## src/design/pdabpc_pkg.sv

```systemverilog
`timescale 1ns / 1ps

package pdabpc_pkg;

    typedef enum logic [1:0] {
        MODE_MEM     = 2'd0,
        MODE_PORT_RD = 2'd1,
        MODE_PORT_WR = 2'd2,
        MODE_UART    = 2'd3
    } mode_t;

    typedef enum logic [2:0] {
        TGT_FLASH  = 3'd0,
        TGT_RAM    = 3'd1,
        TGT_SCREEN = 3'd2,
        TGT_CLOCK  = 3'd3,
        TGT_UART   = 3'd4,
        TGT_NONE   = 3'd5
    } tgt_t;

    typedef enum logic [1:0] {
        KIND_NONE   = 2'd0,
        KIND_RAM    = 2'd1,
        KIND_SCREEN = 2'd2,
        KIND_FLASH  = 2'd3
    } kind_t;

    // 16 kb windows, selected by address bits 15..14
    localparam logic [1:0] WIN_FIXED  = 2'd0;
    localparam logic [1:0] WIN_ROM    = 2'd1;
    localparam logic [1:0] WIN_BANKED = 2'd2;
    localparam logic [1:0] WIN_RAM    = 2'd3;

    localparam logic [7:0] PORT_KEYS    = 8'h01;
    localparam logic [7:0] PORT_IRQ     = 8'h03;
    localparam logic [7:0] PORT_ID      = 8'h04;
    localparam logic [7:0] PORT_ROM_LO  = 8'h05;
    localparam logic [7:0] PORT_ROM_HI  = 8'h06;
    localparam logic [7:0] PORT_RAM_LO  = 8'h07;
    localparam logic [7:0] PORT_RAM_HI  = 8'h08;
    localparam logic [7:0] PORT_ADC     = 8'h09;
    localparam logic [7:0] PORT_SPEAKER = 8'h28;
    localparam logic [7:0] PORT_ZERO    = 8'h2D;

    // clock chip 0x10-0x1f, uart 0x30-0x37
    localparam logic [3:0] CLOCK_HI = 4'h1;
    localparam logic [4:0] UART_HI  = 5'b00110;

    // ram high codes that load the banked window
    localparam logic [7:0] CODE_SCREEN = 8'h06;
    localparam logic [7:0] CODE_RAM    = 8'h01;
    localparam logic [7:0] CODE_FLASH1 = 8'h03;
    localparam logic [7:0] CODE_FLASH0 = 8'h07;

    // rom high codes that pick the flash chip
    localparam logic [7:0] ROM_CHIP1 = 8'h03;
    localparam logic [7:0] ROM_CHIP2 = 8'h05;

    localparam logic [7:0] RD_ID       = 8'h7F;
    localparam logic [7:0] RD_UNMAPPED = 8'hFF;
    localparam logic [7:0] IRQ_UART    = 8'h08;
    localparam int         SPK_BIT     = 3;

    typedef struct packed {
        logic        uart_level;
        logic [2:0]  key_row_c;
        logic [2:0]  key_row_b;
        logic [2:0]  key_row_a;
        logic [7:0]  write_data;
        logic [15:0] address;
        mode_t       mode;
    } item_t;

    typedef struct packed {
        logic [7:0] key_select;
        logic [7:0] pending_irq;
        logic [5:0] rom_bank_low;
        logic [7:0] rom_bank_high;
        logic [5:0] ram_bank_low;
        logic [7:0] ram_bank_high;
        logic [7:0] adc_status;
        logic [7:0] speaker_reg;
        kind_t      window_kind;
        logic [1:0] window_chip;
        logic [5:0] window_bank;
    } state_t;

    localparam state_t ST_RESET = '{
        key_select:    8'h00,
        pending_irq:   8'h00,
        rom_bank_low:  6'h00,
        rom_bank_high: 8'h00,
        ram_bank_low:  6'h00,
        ram_bank_high: 8'h00,
        adc_status:    8'h00,
        speaker_reg:   8'h00,
        window_kind:   KIND_NONE,
        window_chip:   2'd0,
        window_bank:   6'h00
    };

    typedef struct packed {
        tgt_t        target;
        logic [1:0]  chip;
        logic [19:0] phys_offset;
        logic [7:0]  read_data;
    } acc_t;

    typedef struct packed {
        logic        speaker_out;
        logic        irq_out;
        logic [7:0]  read_data;
        logic [19:0] phys_offset;
        logic [1:0]  chip;
        tgt_t        target;
    } res_t;

endpackage

```

## src/design/pdabpc_state.sv

```systemverilog
`timescale 1ns / 1ps

module pdabpc_state
    import pdabpc_pkg::*;
(
    input  logic   clk,
    input  logic   rst_n,
    input  logic   step,
    input  item_t  item,
    output state_t st,
    output logic   irq_next,
    output logic   spk_next
);

    state_t     st_reg;
    state_t     st_next;
    logic [7:0] port;

    assign port = item.address[7:0];

    always_comb
    begin
        st_next = st_reg;
        if (step)
        begin
            unique case (item.mode)
                MODE_PORT_WR:
                begin
                    unique case (port)
                        PORT_KEYS:    st_next.key_select = item.write_data;
                        PORT_IRQ:     st_next.pending_irq = st_reg.pending_irq & ~item.write_data;
                        PORT_ROM_LO:  st_next.rom_bank_low = item.write_data[5:0];
                        PORT_ROM_HI:  st_next.rom_bank_high = item.write_data;
                        PORT_RAM_LO:  st_next.ram_bank_low = item.write_data[5:0];
                        PORT_RAM_HI:  st_next.ram_bank_high = item.write_data;
                        PORT_ADC:     st_next.adc_status = item.write_data | 8'h01;
                        PORT_SPEAKER: st_next.speaker_reg = item.write_data;
                        default:      ;
                    endcase
                    // bank register writes reload the window on a known code
                    if (port == PORT_ROM_LO || port == PORT_ROM_HI ||
                        port == PORT_RAM_LO || port == PORT_RAM_HI)
                    begin
                        unique case (st_next.ram_bank_high)
                            CODE_SCREEN:
                            begin
                                st_next.window_kind = KIND_SCREEN;
                                st_next.window_bank = st_next.ram_bank_low;
                            end
                            CODE_RAM:
                            begin
                                st_next.window_kind = KIND_RAM;
                                st_next.window_bank = st_next.ram_bank_low;
                            end
                            CODE_FLASH1:
                            begin
                                st_next.window_kind = KIND_FLASH;
                                st_next.window_chip = 2'd1;
                                st_next.window_bank = st_next.ram_bank_low;
                            end
                            CODE_FLASH0:
                            begin
                                st_next.window_kind = KIND_FLASH;
                                st_next.window_chip = 2'd0;
                                st_next.window_bank = st_next.ram_bank_low;
                            end
                            default: ;
                        endcase
                    end
                end
                MODE_UART:
                begin
                    st_next.pending_irq = (st_reg.pending_irq & ~IRQ_UART) |
                                          (item.uart_level ? IRQ_UART : 8'h00);
                end
                default: ;
            endcase
        end
    end

    always_ff @(posedge clk or negedge rst_n)
    begin
        if (!rst_n)
        begin
            st_reg <= ST_RESET;
        end
        else
        begin
            st_reg <= st_next;
        end
    end

    assign st       = st_reg;
    assign irq_next = |st_next.pending_irq;
    assign spk_next = st_next.speaker_reg[SPK_BIT];

endmodule

```

## src/design/pdabpc_map.sv

```systemverilog
`timescale 1ns / 1ps

module pdabpc_map
    import pdabpc_pkg::*;
(
    input  item_t  item,
    input  state_t st,
    output acc_t   acc
);

    logic [7:0]  port;
    logic [13:0] low;
    logic [2:0]  keys;

    assign port = item.address[7:0];
    assign low  = item.address[13:0];

    always_comb
    begin
        keys = 3'b111;
        if (st.key_select[0]) keys = keys & item.key_row_a;
        if (st.key_select[1]) keys = keys & item.key_row_b;
        if (st.key_select[2]) keys = keys & item.key_row_c;
    end

    always_comb
    begin
        acc.target      = TGT_NONE;
        acc.chip        = 2'd0;
        acc.phys_offset = 20'd0;
        acc.read_data   = 8'h00;
        unique case (item.mode)
            MODE_MEM:
            begin
                unique case (item.address[15:14])
                    WIN_FIXED:
                    begin
                        acc.target      = TGT_FLASH;
                        acc.phys_offset = {6'd0, low};
                    end
                    WIN_ROM:
                    begin
                        acc.target      = TGT_FLASH;
                        acc.phys_offset = {st.rom_bank_low, low};
                        if (st.rom_bank_high == ROM_CHIP1)
                            acc.chip = 2'd1;
                        else if (st.rom_bank_high == ROM_CHIP2)
                            acc.chip = 2'd2;
                    end
                    WIN_BANKED:
                    begin
                        unique case (st.window_kind)
                            KIND_RAM:
                            begin
                                acc.target      = TGT_RAM;
                                acc.phys_offset = {3'd0, st.window_bank[2:0], low};
                            end
                            KIND_SCREEN:
                            begin
                                acc.target      = TGT_SCREEN;
                                acc.phys_offset = {6'd0, low};
                            end
                            KIND_FLASH:
                            begin
                                acc.target      = TGT_FLASH;
                                acc.chip        = st.window_chip;
                                acc.phys_offset = {st.ram_bank_low, low};
                            end
                            KIND_NONE: ;
                        endcase
                    end
                    WIN_RAM:
                    begin
                        acc.target      = TGT_RAM;
                        acc.phys_offset = {6'd0, low};
                    end
                endcase
            end
            MODE_PORT_RD, MODE_PORT_WR:
            begin
                acc.phys_offset = {12'd0, port};
                if (port[7:4] == CLOCK_HI)
                begin
                    acc.target      = TGT_CLOCK;
                    acc.phys_offset = {16'd0, port[3:0]};
                end
                else if (port[7:3] == UART_HI)
                begin
                    acc.target      = TGT_UART;
                    acc.phys_offset = {17'd0, port[2:0]};
                end
                else if (item.mode == MODE_PORT_RD)
                begin
                    unique case (port)
                        PORT_KEYS:   acc.read_data = {5'b00001, keys};
                        PORT_IRQ:    acc.read_data = st.pending_irq;
                        PORT_ID:     acc.read_data = RD_ID;
                        PORT_ROM_LO: acc.read_data = {2'b00, st.rom_bank_low};
                        PORT_ROM_HI: acc.read_data = st.rom_bank_high;
                        PORT_RAM_LO: acc.read_data = {2'b00, st.ram_bank_low};
                        PORT_RAM_HI: acc.read_data = st.ram_bank_high;
                        PORT_ADC:    acc.read_data = st.adc_status;
                        PORT_ZERO:   acc.read_data = 8'h00;
                        default:     acc.read_data = RD_UNMAPPED;
                    endcase
                end
            end
            MODE_UART: ;
        endcase
    end

endmodule

```

## src/design/pda_bank_and_port_controller.sv

```systemverilog
`timescale 1ns / 1ps

// system controller: memory window decode and internal ports
// input channel s_*: one bus event per item, its kind in s_tuser
//   (memory decode, port read, port write, uart interrupt level)
// output channel m_*: one result item per input item, in order
// an accepted item sits in the input register, then passes the window decode,
//   port logic and state update into the result register
// throughput: one item per cycle while m_tready is high, both registers moving together
// the bank, key, interrupt, adc and speaker registers update as an item
//   enters the result register; irq_out and speaker_out show them after it
// reset clears the state and valid registers, the banked window reads as
//   unmapped, both channels empty
// when m_tready is low the result holds, one more item waits in the input
//   register, and s_tready drops until the result is taken
module pda_bank_and_port_controller
    import pdabpc_pkg::*;
(
    input  logic        clk,
    input  logic        rst_n,
    input  logic        s_tvalid,
    output logic        s_tready,
    input  logic [39:0] s_tdata,   // address, write_data, key_row_a, key_row_b,
                                   // key_row_c, uart_level
    input  logic [1:0]  s_tuser,   // mode
    output logic        m_tvalid,
    input  logic        m_tready,
    output logic [39:0] m_tdata    // target, chip, phys_offset, read_data,
                                   // irq_out, speaker_out
);

    item_t  in_reg;
    logic   in_valid_reg;
    res_t   res_reg;
    res_t   res_next;
    logic   out_valid_reg;
    logic   out_load;
    logic   in_take;
    item_t  in_item;
    state_t st;
    acc_t   acc;
    logic   irq_next;
    logic   spk_next;

    assign in_item = '{
        uart_level: s_tdata[33],
        key_row_c:  s_tdata[32:30],
        key_row_b:  s_tdata[29:27],
        key_row_a:  s_tdata[26:24],
        write_data: s_tdata[23:16],
        address:    s_tdata[15:0],
        mode:       mode_t'(s_tuser)
    };

    assign out_load = in_valid_reg && (!out_valid_reg || m_tready);
    assign s_tready = !in_valid_reg || out_load;
    assign in_take  = s_tvalid && s_tready;

    pdabpc_state u_state (
        .clk      (clk),
        .rst_n    (rst_n),
        .step     (out_load),
        .item     (in_reg),
        .st       (st),
        .irq_next (irq_next),
        .spk_next (spk_next)
    );

    pdabpc_map u_map (
        .item (in_reg),
        .st   (st),
        .acc  (acc)
    );

    always_comb
    begin
        res_next.target      = acc.target;
        res_next.chip        = acc.chip;
        res_next.phys_offset = acc.phys_offset;
        res_next.read_data   = acc.read_data;
        res_next.irq_out     = irq_next;
        res_next.speaker_out = spk_next;
    end

    always_ff @(posedge clk or negedge rst_n)
    begin
        if (!rst_n)
        begin
            in_valid_reg  <= 1'b0;
            out_valid_reg <= 1'b0;
        end
        else
        begin
            if (in_take)
                in_valid_reg <= 1'b1;
            else if (out_load)
                in_valid_reg <= 1'b0;
            if (out_load)
                out_valid_reg <= 1'b1;
            else if (m_tready)
                out_valid_reg <= 1'b0;
        end
    end

    always_ff @(posedge clk)
    begin
        if (in_take)
            in_reg <= in_item;
        if (out_load)
            res_reg <= res_next;
    end

    assign m_tvalid = out_valid_reg;
    assign m_tdata  = {5'd0, res_reg};

    a_irq_tracks_state: assert property (@(posedge clk) disable iff (!rst_n)
        out_valid_reg |-> (res_reg.irq_out == (st.pending_irq != 8'h00)))
        else $error("irq_out disagrees with pending interrupts");

    a_spk_tracks_state: assert property (@(posedge clk) disable iff (!rst_n)
        out_valid_reg |-> (res_reg.speaker_out == st.speaker_reg[SPK_BIT]))
        else $error("speaker_out disagrees with speaker register");

    a_rd_internal_only: assert property (@(posedge clk) disable iff (!rst_n)
        (out_valid_reg && res_reg.target != TGT_NONE) |-> (res_reg.read_data == 8'h00))
        else $error("read data on an external target");

    a_stall_needs_item: assert property (@(posedge clk) disable iff (!rst_n)
        !s_tready |-> (in_valid_reg && out_valid_reg && !m_tready))
        else $error("input stalled with room in the pipeline");

endmodule

```

## config.mk

```make
export PLATFORM = sky130hd
export DESIGN_NAME = pda_bank_and_port_controller
export DESIGN_NICKNAME = d
export VERILOG_FILES = /design/src/design/pdabpc_pkg.sv /design/src/design/pdabpc_state.sv /design/src/design/pdabpc_map.sv /design/src/design/pda_bank_and_port_controller.sv
export SDC_FILE = /design/constraint.sdc
export NUM_CORES = 1
export LEC_CHECK = 0
export BUFFER_PORTS_ARGS = -buffer_cell sky130_fd_sc_hd__buf_4
export CORE_ASPECT_RATIO = 0.5
export CORE_MARGIN = 5
export CORE_UTILIZATION = 61
export DETAILED_ROUTE_END_ITERATION = 16
export GPL_TIMING_DRIVEN = 1
export MAX_ROUTING_LAYER = met4
export PLACE_DENSITY_LB_ADDON = 0.05
export SYNTH_ARGS = -nofsm -noshare
export SYNTH_HDL_FRONTEND = slang
export SYNTH_SLANG_ARGS = --single-unit
```

## constraint.sdc

```tcl
create_clock -name clk -period 8 [get_ports clk]
set_clock_uncertainty 0.2 [all_clocks]
set_input_delay 1.6 -clock clk [delete_from_list [all_inputs] [get_ports clk]]
set_output_delay 1.6 -clock clk [all_outputs]
set_load 0.01 [all_outputs]
```

* Word level (Yosys, flattened, before mapping)
Index checks and enable logic that the tools add are counted.
** Cells by class
- Eq/ne operators :: 27
- Muxes and demuxes :: 39
- Bitwise logic cells :: 7
- Reduce and logical (&&, ||, !) cells :: 31
** Operators by type and width (count)
- one-hot mux 20 bit (3 select lines) :: 2
- one-hot mux 8 bit (9 select lines) :: 1
- 2-to-1 mux 8 bit :: 8
- 2-to-1 mux 62 bit :: 1
- equality test 8 x 3 -> 1 bit, second input constant :: 7
- 2-to-1 mux 54 bit :: 1
- one-hot mux 20 bit (2 select lines) :: 1
- equality test 8 x 2 -> 1 bit, second input constant :: 3
- 2-to-1 mux 20 bit :: 1
- 2-to-1 mux 6 bit :: 3
- one-hot mux 3 bit (3 select lines) :: 2
- equality test 8 x 1 -> 1 bit, second input constant :: 2
- equality test 8 x 4 -> 1 bit, second input constant :: 2
- equality test 8 x 6 -> 1 bit, second input constant :: 2
- one-hot mux 8 bit (2 select lines) :: 1
- AND reduction 3 bit :: 5
- equality test 2 bit, second input constant :: 6
- 2-to-1 mux 3 bit :: 4
- AND reduction 4 bit :: 3
- 2-to-1 mux 10 bit :: 1
- AND 8 bit :: 1
- inverter 8 bit :: 1
- OR 8 bit :: 1
- one-hot mux 2 bit (2 select lines) :: 2
- 20 further kinds :: 43
** Storage, ports and cells
- Register bits after elaboration :: 143
- Input port bits :: 46
- Output and inout port bits :: 42

* Depth between registers and ports, before layout
- Depth in word-level cells :: 11
- Mapped depth :: 8
- Depth with buffers taken out :: 7

* Modules after synthesis
A second synthesis with hierarchy kept.
** Second synthesis, totals
- Cell total of the unflattened synthesis :: 490
- Area, all modules :: 6510.0 µm²
** By module, submodules not included
- pdabpc_state :: times used 1, cells an instance 213, area an instance 2972.9 µm², sequential area each 1726.7 µm²
- pda_bank_and_port_controller :: times used 1, cells an instance 85, area an instance 2277.2 µm², sequential area each 2182.1 µm²
- pdabpc_map :: times used 1, cells an instance 192, area an instance 1260.0 µm², sequential area each 0.0 µm²

* Least setup slack after synthesis
Ideal clock, no wire load.
- Kind :: input-to-reg
- Start :: input port m_tready
- End :: register res_reg, in the netlist m_tdata[33] (data pin)
- Setup time :: 0.272 ns
- Data arrival time :: 3.489 ns
- Required time :: 7.528 ns
- Slack :: 4.039 ns
- Cell stages on the path :: 5
- Cells stage by stage :: nand2b_1 and2_1 a21oi_1 a31o_1 or4b_1
** RTL lines
- from (decl) :: RTL line pda_bank_and_port_controller.sv:27 : input logic m_tready,
- to (signal assigned) :: RTL line pda_bank_and_port_controller.sv:110 : res_reg <= res_next;
- to (decl) :: RTL line pda_bank_and_port_controller.sv:34 : res_t res_reg;

* Worst setup path in the final report
- Start :: input port m_tready
- End :: output port s_tready
** On the way
- Cells in the longest elaborated chain, start to end :: 3
** RTL lines
- logical OR 1 bit :: RTL line pda_bank_and_port_controller.sv:55 : assign out_load = in_valid_reg && (!out_valid_reg || m_tready);
- logical AND 1 bit :: RTL line pda_bank_and_port_controller.sv:55
- logical OR 1 bit :: RTL line pda_bank_and_port_controller.sv:56 : assign s_tready = !in_valid_reg || out_load;
- to (decl) :: RTL line pda_bank_and_port_controller.sv:22 : output logic s_tready,
No other way between the ends.

==> impl_metrics.json <==
{
  "rsz0062_at_grt": "false",
  "postSynthAreaPerCell_um2": 13.0,
  "drtIter0Drc": 409,
  "path_class": "input pin to primary output",
  "hold_buffers": 0,
  "layout.cells.non_filler": 650,
  "leakage_nw": 2.93,
  "post_cts_buffers": 0,
  "antenna_found_initial": 0,
  "ys_seq_area_share_pct": 62.3,
  "place_inst": 618,
  "cts_root_buf": "clkbuf_16",
  "rows": 24,
  "clkSinkCount": 127,
  "period_minus_slack_ps": 3860,
  "ys_dominant_reg_cell": "edfxtp_1",
  "cts_buffer_depth": 2,
  "die-area_um2": 11500,
  "nets": 575,
  "yosysTopAreaCellShare_pct": 37.6,
  "final_max_slew_viol_count": 0,
  "post_drt_wl_per_cell_um": 20.2,
  "status": "finished, final reports clean",
  "coreArea_um2": 8890,
  "peakVddDrop_mv": 0.180,
  "power.density_nw_per_um2": 231,
  "timing.final.crit_share_pct": 48.2,
  "cp-start-kind": "input pin",
  "largest_reg_flops": 51,
  "cts-resized-gates": 0,
  "die_w_um": 146,
  "synthToLayoutAreaGrowth_pct": 21.1,
  "worstMarginPinSlew_ps": 849,
  "hold_viol_final": 0,
  "ys_types": 53,
  "final_layout_size_suffix_gt1_share_pct": 29.5,
  "place_hpwl_um": 9110,
  "critPathCaptureType": "primary output",
  "first_pass_iters": 5,
  "max-slew-margin-rel_pct": 43.4,
  "clock.fmax_mhz": 259,
  "final_area_um2": 6870,
  "die_y_um": 78.2,
  "grt_max_degree": 57,
  "drc_errors": 0,
  "ant_nets": 0,
  "detail_route.vias_per_cell": 6.08,
  "cp.required_ps": 6200,
  "clk_latency_ps": 410,
  "cts_tree": "built",
  "ys_async_sr_fraction_pct": 44.1,
  "grtUsageTotal_pct": 25.2,
  "h-tree-depth": 4,
  "start_util_pct": 63.9,
  "arrival_ps": 2060,
  "ys_ff_latch": 127,
  "cts_buffers": 17,
  "finalSetupViolations": 0,
  "grt_overflow_total": 0,
  "setup-tns-final_ps": 0,
  "synth_top_area_cell": "edfxtp_1",
  "synth_area_um2": 5680,
  "drt_wl_total_um": 13200,
  "antenna_cells": 0,
  "synthCells": 438,
  "clkSlewWorstSetupHoldPaths_ps": 50,
  "yosys_warnings": 0,
  "maxCapViolCount": 0,
  "worstPathMaxFanout": 3,
  "hold_path_class": "flip-flop to flip-flop",
  "synth_edf_count": 71,
  "grt_pass1_wl_um": 21400,
  "placed_area_um2": 6320,
  "synth_area_leaders": "edfxtp_1, dfrtp_1, mux2_2",
  "grt_pass1_vias": 3955,
  "port_buffers": 76,
  "gp_congestion": 0.978,
  "ios": 88,
  "vias": 3954
}
==> area by class of cell <==
type / count / area, µm²
Sequential cell: 127 / 3530
Fill cell: 563 / 2010
Multi-Input combinational cell: 275 / 1970
Timing Repair Buffer: 78 / 586
Clock buffer: 18 / 439
Tap cell: 117 / 146
Clock inverter: 14 / 116
Inverter: 21 / 78.8
==> cells in the mapped netlist (4+ instances only) <==
cell type,n
nor3b_1,4
nor2_1,23
a21oi_1,15
clkbuf_1,7
a31oi_1,7
nand3_1,10
nor4_1,4
o22ai_1,4
nand2b_1,14
buf_4,6
o41ai_1,4
edfxtp_1,71
mux2_2,42
a22oi_1,15
dfrtp_1,56
o21ai_0,21
and2_1,16
nand2_1,27
inv_1,21
nand4_1,5
ha_1,9
mux2i_1,12
==> through the flow <==
stage                     setup slack [ps]  hold WS, ps  power (mW)  util (%)
after CTS                             4150          305        1.60      77.3
after floorplan                       4040          235       0.817         -
after global routing                  4130          317        1.65      77.3
final                                 4140          302        1.59      77.3
after global placement                4050          278       0.876      71.1
after detailed placement              4030          285       0.879      71.1
==> worst paths after layout <==
kind	end	start	slack, ps	depth (start not counted)
min reg2reg	u_state.st[13]	u_state.st[13]	300	1
max reg2reg	u_state.st[0]	in_reg[4]	4690	5
max	s_tready	m_tready	4140	3
min	u_state.st[13]	u_state.st[13]	300	1
max in group asynchronous	m_tvalid	rst_n	6090	1
min in group asynchronous	u_state.st[60]	rst_n	1030	1
==> worst max-delay path: stages <==
cell and delay, ps:
buf_4 110, nand3b_1 180, buf_4 170
==> cells by family after synthesis <==
logic type | share of synthesized area [%]
adders and majority gates | 1.98
and+or+nand+nor | 12.3
muxes | 10.4
other | 0.0661
DFF | 62.3
buffers and inverters | 3.24
AOI/OAI and AO/OA | 9.68
==> metal layers <==
metal / up-vias / part of all wire, % / global-route usage, %
met5: - / 0 / -
met4: 0 / 1.3 / 7.88
met2: 209 / 44 / 35.9
met1: 1940 / 43 / 33.9
li1: 1787 / - / -
met3: 18 / 12 / 9.61
==> cells in the final DEF (no fill, tap or decap), types with 2 or more instances in the layout <==
cell type,instances
or3_1,2
clkinv_2,3
buf_4,78
dfrtp_1,56
o41ai_1,4
inv_6,2
nand2b_1,14
a22oi_1,15
nand2_1,27
nand4_1,5
nor3b_1,4
nor2_1,23
nor4_1,4
and2_1,15
nor2b_1,3
o22ai_1,4
mux2i_1,12
clkinv_1,2
nand3_1,10
inv_1,21
nor4b_1,2
nor3_1,3
clkbuf_16,17
mux2_2,42
o221ai_1,3
and3_1,2
nand3b_1,2
edfxtp_1,71
ha_1,9
o41a_1,2
conb_1,5
a31oi_1,7
a21oi_1,15
o21ai_0,21
clkinvlp_4,5
==> power by group <==
group / internal [mW] / total (mW) / switching [mW] / leakage (nW)
clock network: 0.433 / 0.717 / 0.285 / 0.260
registers: 0.731 / 0.754 / 0.0237 / 1.44
logic: 0.0496 / 0.114 / 0.0642 / 1.23
No activity file was read; power rests on OpenSTA's default activity.
